**src/lkvc_pkg.sv**
```systemverilog
package lkvc_pkg;

   localparam int MAX_ENTRIES_DEF = 16;
   localparam int DATA_W          = 32;
   localparam int CAP_W           = 5;

   localparam logic [CAP_W-1:0]  CAP_RESET  = CAP_W'(16);
   localparam logic [DATA_W-1:0] MISS_VALUE = '1;   // -1 on a miss

   typedef enum logic [0:0] {
      OP_GET = 1'b0,
      OP_SET = 1'b1
   } op_type;

endpackage

```
**src/lru_key_value_cache_top.sv**
```systemverilog
// Fully associative key/value cache with least-recently-used replacement.
// A request carries an opcode in req_tuser (0 = get, 1 = set) and a key and
// value in req_tdata. A get returns one response: rsp_tuser = 1 with the stored
// value on a hit, rsp_tuser = 0 with -1 on a miss; a hit makes the entry the
// most recent. A set gives no response; it overwrites a present key or inserts
// a new pair in the lowest free slot, evicting the least recent entry first
// when occupancy has reached the capacity. Capacity comes from csr_wdata
// (reset 16), is taken as 1 when written as 0 and saturates at MAX_ENTRIES;
// write it only while no request is in flight. Each request does its work in
// a single stage between the input register and the response
// register: the parallel key compare, the recency-rank update of all entries
// and the free-slot search all fit in that one pass, so a new request is taken
// every cycle unless a get waits on a held response. A get's response is
// valid once it has passed the input register and the response register.
// While a response waits, a set still passes the stage; a get holds in the
// input register, with req_tready low, until the waiting response is taken.
module lru_key_value_cache_top #(
   parameter int MAX_ENTRIES = lkvc_pkg::MAX_ENTRIES_DEF
) (
   input  logic                             clock,
   input  logic                             reset,
   // request: tdata = {store_value, lookup_key}; tuser = opcode
   input  logic                             req_tvalid,
   output logic                             req_tready,
   input  logic [2*lkvc_pkg::DATA_W-1:0]    req_tdata,
   input  logic                             req_tuser,
   // response: tdata = read_value; tuser = hit
   output logic                             rsp_tvalid,
   input  logic                             rsp_tready,
   output logic [lkvc_pkg::DATA_W-1:0]      rsp_tdata,
   output logic                             rsp_tuser,
   // capacity register write
   input  logic                             csr_valid,
   output logic                             csr_ready,
   input  logic [lkvc_pkg::CAP_W-1:0]       csr_wdata
);
   import lkvc_pkg::*;

   localparam int RANK_W = (MAX_ENTRIES > 1) ? $clog2(MAX_ENTRIES) : 1;
   localparam int OCC_W  = $clog2(MAX_ENTRIES + 1);
   localparam int CMP_W  = (OCC_W > CAP_W) ? OCC_W : CAP_W;

   // configuration
   logic [CAP_W-1:0] cap_ff;

   // input stage
   logic              stg_valid_ff, stg_valid_in;
   op_type            stg_op_ff;
   logic [DATA_W-1:0] stg_key_ff, stg_val_ff;

   // cache state
   logic [DATA_W-1:0]      key_ff  [MAX_ENTRIES];
   logic [DATA_W-1:0]      key_in  [MAX_ENTRIES];
   logic [DATA_W-1:0]      val_ff  [MAX_ENTRIES];
   logic [DATA_W-1:0]      val_in  [MAX_ENTRIES];
   logic [RANK_W-1:0]      rank_ff [MAX_ENTRIES];
   logic [RANK_W-1:0]      rank_in [MAX_ENTRIES];
   logic [MAX_ENTRIES-1:0] valid_ff, valid_in;
   logic [OCC_W-1:0]       occ_ff, occ_in;

   // response register
   logic              rsp_valid_ff, rsp_valid_in;
   logic              rsp_hit_ff, rsp_hit_in;
   logic [DATA_W-1:0] rsp_data_ff, rsp_data_in;

   // datapath
   logic                   req_acc, out_free, stg_go;
   logic [MAX_ENTRIES-1:0] match, victim, valid_post, free_slots, slot;
   logic                   hit_any, do_evict;
   logic [DATA_W-1:0]      hit_val;
   logic [RANK_W-1:0]      hit_rank, oldest_rank;
   logic [CMP_W-1:0]       cap_eff;

   assign csr_ready = 1'b1;

   // handshake: the stage moves on unless a get waits on a full response reg
   assign out_free   = !rsp_valid_ff || rsp_tready;
   assign stg_go     = stg_valid_ff && (stg_op_ff == OP_SET || out_free);
   assign req_tready = !stg_valid_ff || stg_go;
   assign req_acc    = req_tvalid && req_tready;

   always_comb begin
      stg_valid_in = stg_valid_ff;
      if (req_acc) begin
         stg_valid_in = 1'b1;
      end else if (stg_go) begin
         stg_valid_in = 1'b0;
      end
   end

   // clamp capacity into 1..MAX_ENTRIES
   always_comb begin
      cap_eff = CMP_W'(cap_ff);
      if (cap_ff == '0) begin
         cap_eff = CMP_W'(1);
      end else if (cap_eff > CMP_W'(MAX_ENTRIES)) begin
         cap_eff = CMP_W'(MAX_ENTRIES);
      end
   end

   // lookup, victim and free slot
   always_comb begin
      hit_val     = '0;
      hit_rank    = '0;
      oldest_rank = RANK_W'(occ_ff - 1'b1);
      for (int i = 0; i < MAX_ENTRIES; i++) begin
         match[i]  = valid_ff[i] && (key_ff[i] == stg_key_ff);
         // valid ranks are always a permutation of 0..occ-1
         victim[i] = valid_ff[i] && (rank_ff[i] == oldest_rank);
         hit_val   = hit_val  | (match[i] ? val_ff[i]  : '0);
         hit_rank  = hit_rank | (match[i] ? rank_ff[i] : '0);
      end
      hit_any    = |match;
      do_evict   = (stg_op_ff == OP_SET) && !hit_any && (CMP_W'(occ_ff) >= cap_eff);
      valid_post = do_evict ? (valid_ff & ~victim) : valid_ff;
      free_slots = ~valid_post;
      slot       = free_slots & (~free_slots + 1'b1);   // lowest free entry
   end

   // state update
   always_comb begin
      key_in   = key_ff;
      val_in   = val_ff;
      rank_in  = rank_ff;
      valid_in = valid_ff;
      occ_in   = occ_ff;
      if (stg_go) begin
         if (hit_any) begin
            // touch: newer entries age by one, hit entry becomes newest
            for (int i = 0; i < MAX_ENTRIES; i++) begin
               if (match[i]) begin
                  rank_in[i] = '0;
                  if (stg_op_ff == OP_SET) begin
                     val_in[i] = stg_val_ff;
                  end
               end else if (valid_ff[i] && rank_ff[i] < hit_rank) begin
                  rank_in[i] = rank_ff[i] + 1'b1;
               end
            end
         end else if (stg_op_ff == OP_SET) begin
            valid_in = valid_post | slot;
            for (int i = 0; i < MAX_ENTRIES; i++) begin
               if (slot[i]) begin
                  key_in[i]  = stg_key_ff;
                  val_in[i]  = stg_val_ff;
                  rank_in[i] = '0;
               end else if (valid_post[i]) begin
                  rank_in[i] = rank_ff[i] + 1'b1;
               end
            end
            occ_in = occ_ff - OCC_W'(do_evict) + OCC_W'(|slot);
         end
      end
   end

   // response
   always_comb begin
      rsp_valid_in = rsp_valid_ff;
      rsp_hit_in   = rsp_hit_ff;
      rsp_data_in  = rsp_data_ff;
      if (stg_go && stg_op_ff == OP_GET) begin
         rsp_valid_in = 1'b1;
         rsp_hit_in   = hit_any;
         rsp_data_in  = hit_any ? hit_val : MISS_VALUE;
      end else if (rsp_tready) begin
         rsp_valid_in = 1'b0;
      end
   end

   always_ff @(posedge clock) begin
      if (reset) begin
         cap_ff       <= CAP_RESET;
         stg_valid_ff <= 1'b0;
         valid_ff     <= '0;
         occ_ff       <= '0;
         rsp_valid_ff <= 1'b0;
         for (int i = 0; i < MAX_ENTRIES; i++) begin
            rank_ff[i] <= '0;
         end
      end else begin
         if (csr_valid && csr_ready) begin
            cap_ff <= csr_wdata;
         end
         stg_valid_ff <= stg_valid_in;
         valid_ff     <= valid_in;
         occ_ff       <= occ_in;
         rsp_valid_ff <= rsp_valid_in;
         rank_ff      <= rank_in;
      end
   end

   // payload, no reset
   always_ff @(posedge clock) begin
      if (req_acc) begin
         stg_op_ff  <= op_type'(req_tuser);
         stg_key_ff <= req_tdata[DATA_W-1:0];
         stg_val_ff <= req_tdata[2*DATA_W-1:DATA_W];
      end
      key_ff      <= key_in;
      val_ff      <= val_in;
      rsp_hit_ff  <= rsp_hit_in;
      rsp_data_ff <= rsp_data_in;
   end

   assign rsp_tvalid = rsp_valid_ff;
   assign rsp_tuser  = rsp_hit_ff;
   assign rsp_tdata  = rsp_data_ff;

endmodule

```
**config.mk**
```make
export PLATFORM = sky130hd
export DESIGN_NAME = lru_key_value_cache_top
export DESIGN_NICKNAME = d
export VERILOG_FILES = /design/src/lkvc_pkg.sv /design/src/lru_key_value_cache_top.sv
export SDC_FILE = /design/constraint.sdc
export NUM_CORES = 2
export LEC_CHECK = 0
export BUFFER_PORTS_ARGS = -buffer_cell sky130_fd_sc_hd__clkbuf_2
export CORE_MARGIN = 2
export CORE_UTILIZATION = 50
export DETAILED_ROUTE_END_ITERATION = 12
export GPL_TIMING_DRIVEN = 0
export PLACE_DENSITY_LB_ADDON = 0.12
export SETUP_SLACK_MARGIN = 0.15
export SLEW_MARGIN = 0
export SYNTH_ARGS = -nofsm -noshare
export SYNTH_HDL_FRONTEND = slang
export SYNTH_SLANG_ARGS = --single-unit
```
**constraint.sdc**
```tcl
create_clock -name clock -period 6.97 [get_ports clock]
set_clock_uncertainty 0.05 [all_clocks]
set_input_delay 1.394 -clock clock [delete_from_list [all_inputs] [get_ports clock]]
set_output_delay 1.394 -clock clock [all_outputs]
set_load 0.1 [all_outputs]
```
==> impl_metrics.yaml <==
synthesis:
  async_flop_share_pct: 0
  ys_types: 94
  yosysTopAreaCellShare_pct: 62.57
  syn_nets: 4044
  netlist_area_um2: 53840
  avgSynthCellArea_um2: 13.73
  netlist_top_cells_area: "edfxtp_1, xnor2_1, dfxtp_1"
  yosysWarningCount: 0
  synth_most_common_cell: "edfxtp_1"
  syn_inst: 3923
  synth-edff-count: 1122
  seq_area_frac_synth_pct: 65.99
  synthTopCellsByCount: "edfxtp_1, xnor2_1, nand4_1"
  synth.ff_latch_count: 1214
  synth_ff_type: "edfxtp_1"
  synth_top_area_cell: "edfxtp_1"
sta:
  hold_viol_final: 0
  relSlewSlack_pct: -10.96
  finalCritPeriodShare_pct: 97.47
  report.final.slew_viol_count: 5
  fmax_ghz: 0.1472
  period_needed_ps: 6793
  timing.hold.ws_ps: 453.3
  tns_ps: 0
  rsz0062_at_grt: "true"
  setup-violations-final: 0
  worst_slew_pin_slew_ps: 1649
placement:
  dp_hpwl_um: 146800
  gp_congestion: 1.038
  port_buffers: 108
setup_path:
  worstSetupPathType: "reg2reg"
  arrival_ps: 7360
  required_ps: 7530
  crit_path_max_fanout: 10
  startpoint_type: "flip-flop"
  rrSetupSlack_ps: 180
  endpoint_kind: "flip-flop"
cts:
  cts.sinks: 1214
  cts-hold-fix-buffers: 0
  root_buffer: "clkbuf_16"
  numCtsBuffers: 131
  cts.clk_slew.worst_paths_ps: 60
  h-tree-depth: 4
  worstSkewPairLatency_ps: 780
  cts_tree: "done"
  clockBufferDepth: 3
job:
  cap_viol_max_count: 1
floorplan:
  die_h_um: 332.2
  dieArea_um2: 110300
  coreArea_um2: 106900
  num_rows: 120
  ios: 111
  start_util_pct: 50.37
  die_w_um: 332.2
drt:
  antenna_left: 0
  vias_per_cell: 6.780
  drcViolationCount: 0
  drtIter0Drc: 6688
  num_vias: 39078
  wire_per_inst_um: 37.50
  firstDrtPassIters: 8
  wl_um: 216100
power:
  ir_drop_v: 0.0002195
  powerDensity_nw_per_um2: 252.7
  leakage_nw: 19.61
grt:
  grt_pass1_wl_um: 292600
  antenna_found_initial: 21
  track_usage_pct: 38.74
  overflow: 0
  grt_pass1_vias: 35959
  grt_max_degree: 33
outcome:
  violations: "max-capacitance violations, max-slew violations"
  status: "finished with violations"
min_path:
  hp-class: "reg2reg"
final_layout:
  final_layout_size_suffix_gt1_share_pct: 13.54
  syn_to_final_growth_pct: 15.82
  final_core_util_pct: 58.34
  final_nets: 4382
layout make-up:
type / count / area (µm²)
fillers: 8553 / 44540
multi-input cells: 2384 / 17440
repair buffers: 206 / 2054
inverters: 115 / 431.7
well taps: 1403 / 1755
plain buffers: 209 / 1025
clock inverters: 62 / 681.9
diodes: 5 / 12.51
clock buffers: 166 / 3431
flip-flops and latches: 1214 / 35530
flip-flops by register name, summed over array words and instances (netlist names):
| name | cells |
|---|---|
| cap_ff | 5 |
| key_ff | 512 |
| occ_ff | 5 |
| rank_ff | 64 |
| rsp_tdata | 32 |
| rsp_tuser | 1 |
| rsp_tvalid | 1 |
| stg_key_ff | 32 |
| stg_op_ff | 1 |
| stg_val_ff | 32 |
| stg_valid_ff | 1 |
| val_ff | 512 |
| valid_ff | 16 |
timing repair:
action | 4_1_cts | 5_1_grt
pin swaps | 1 | 2
setup buffers | 41 | 1
setup endpoints to repair | 1142 | 343
gates cloned | 1 | 0
gates resized for setup | 53 | 33
logic make-up (layout without fill, tap and decap cells):
family / count (synthesis) / in the layout / synth area share, %
flip-flops: 1214 / 1214 / 65.99
AND/OR/NAND/NOR: 1174 / 1175 / 12.21
AO/OA/AOI/OAI: 638 / 638 / 9.228
XOR/XNOR: 491 / 491 / 8.354
buffers and inverters: 326 / 758 / 2.512
adder cells (fa/ha/maj): 62 / 62 / 1.380
multiplexers: 17 / 17 / 0.3183
other: 1 / 6 / 0.006965
critical path, stage by stage, from the launching register on:
cell,delay [ps]
edfxtp_1,460
buf_2,510
buf_2,540
xnor2_1,250
nand4_1,200
nor4_2,470
and4_1,260
clkbuf_2,520
clkbuf_4,550
clkdlybuf4s15_2,630
a22oi_1,190
nand3_1,160
nor2_2,150
buf_8,190
ha_1,180
nor2_1,80
nor3_1,50
a211o_1,300
a31oi_1,490
o31a_1,250
o32ai_1,80
cells in the final DEF, fill, tap and decap left out, types with 20 or more instances in the layout:
cell type,instances
o22ai_1,20
nand2b_1,166
o2111ai_1,31
clkbuf_16,132
clkbuf_1,110
ha_1,45
o21ai_0,40
and3_1,59
nand2_1,151
and4_1,22
buf_16,21
a211oi_1,21
xnor2_1,397
clkinv_1,25
nand3_1,120
and2_1,31
a22o_1,104
or4_1,22
dfxtp_1,92
a221oi_1,101
nor4_1,63
o32ai_1,26
a22oi_1,85
buf_4,56
buf_2,53
nor2_4,24
inv_1,113
buf_1,25
nand4_1,221
nor3_1,55
clkbuf_2,134
xor2_1,79
buf_12,25
nor2_1,123
edfxtp_1,1122
a21oi_1,58
through the flow:
| stage | instance area, µm² | worst slack, ps | std cells | power (mW) |
|---|---|---|---|---|
| after floorplan | 53840 | 504.6 | 3923 | 8.630 |
| after detailed placement | 57560 | -2061 | 5489 | 9.012 |
| final | 62360 | 176.7 | 5764 | 15.76 |
| after global routing | 62350 | 1.201 | 5759 | 16.09 |
| after global placement | 56140 | -6058 | 5434 | 8.993 |
| after CTS | 62230 | 157.7 | 5757 | 15.75 |
power by group:
group / leakage (nW) / internal, mW / switching (mW) / total, mW
Clock: 1.99 / 3.85 / 2.98 / 6.83
Combinational: 6.83 / 0.250 / 0.610 / 0.860
Sequential: 10.8 / 8.00 / 0.0698 / 8.07
path summary, 6_finish.rpt:
check	start	endpoint	depth (start not counted)
setup / recovery	stg_key_ff[25]	rank_ff[3]	20
hold / removal	cap_ff[0]	cap_ff[0]	2
setup reg to reg	stg_key_ff[25]	rank_ff[3]	20
hold reg to reg	cap_ff[0]	cap_ff[0]	2
layer usage:
| metal | global-route usage [%] | wire [µm] | part of all wire, % | vias to the layer above |
|---|---|---|---|---|
| met3 | 9.178 | 26190 | 12 | 400 |
| met5 | 0 | 41 | 0.019 | - |
| met4 | 13.04 | 7544 | 3.5 | 6 |
| met1 | 58.02 | 90830 | 42 | 19831 |
| li1 | - | - | - | 15959 |
| met2 | 55.42 | 91530 | 42 | 2882 |
Power figures use the tool's default switching activity.
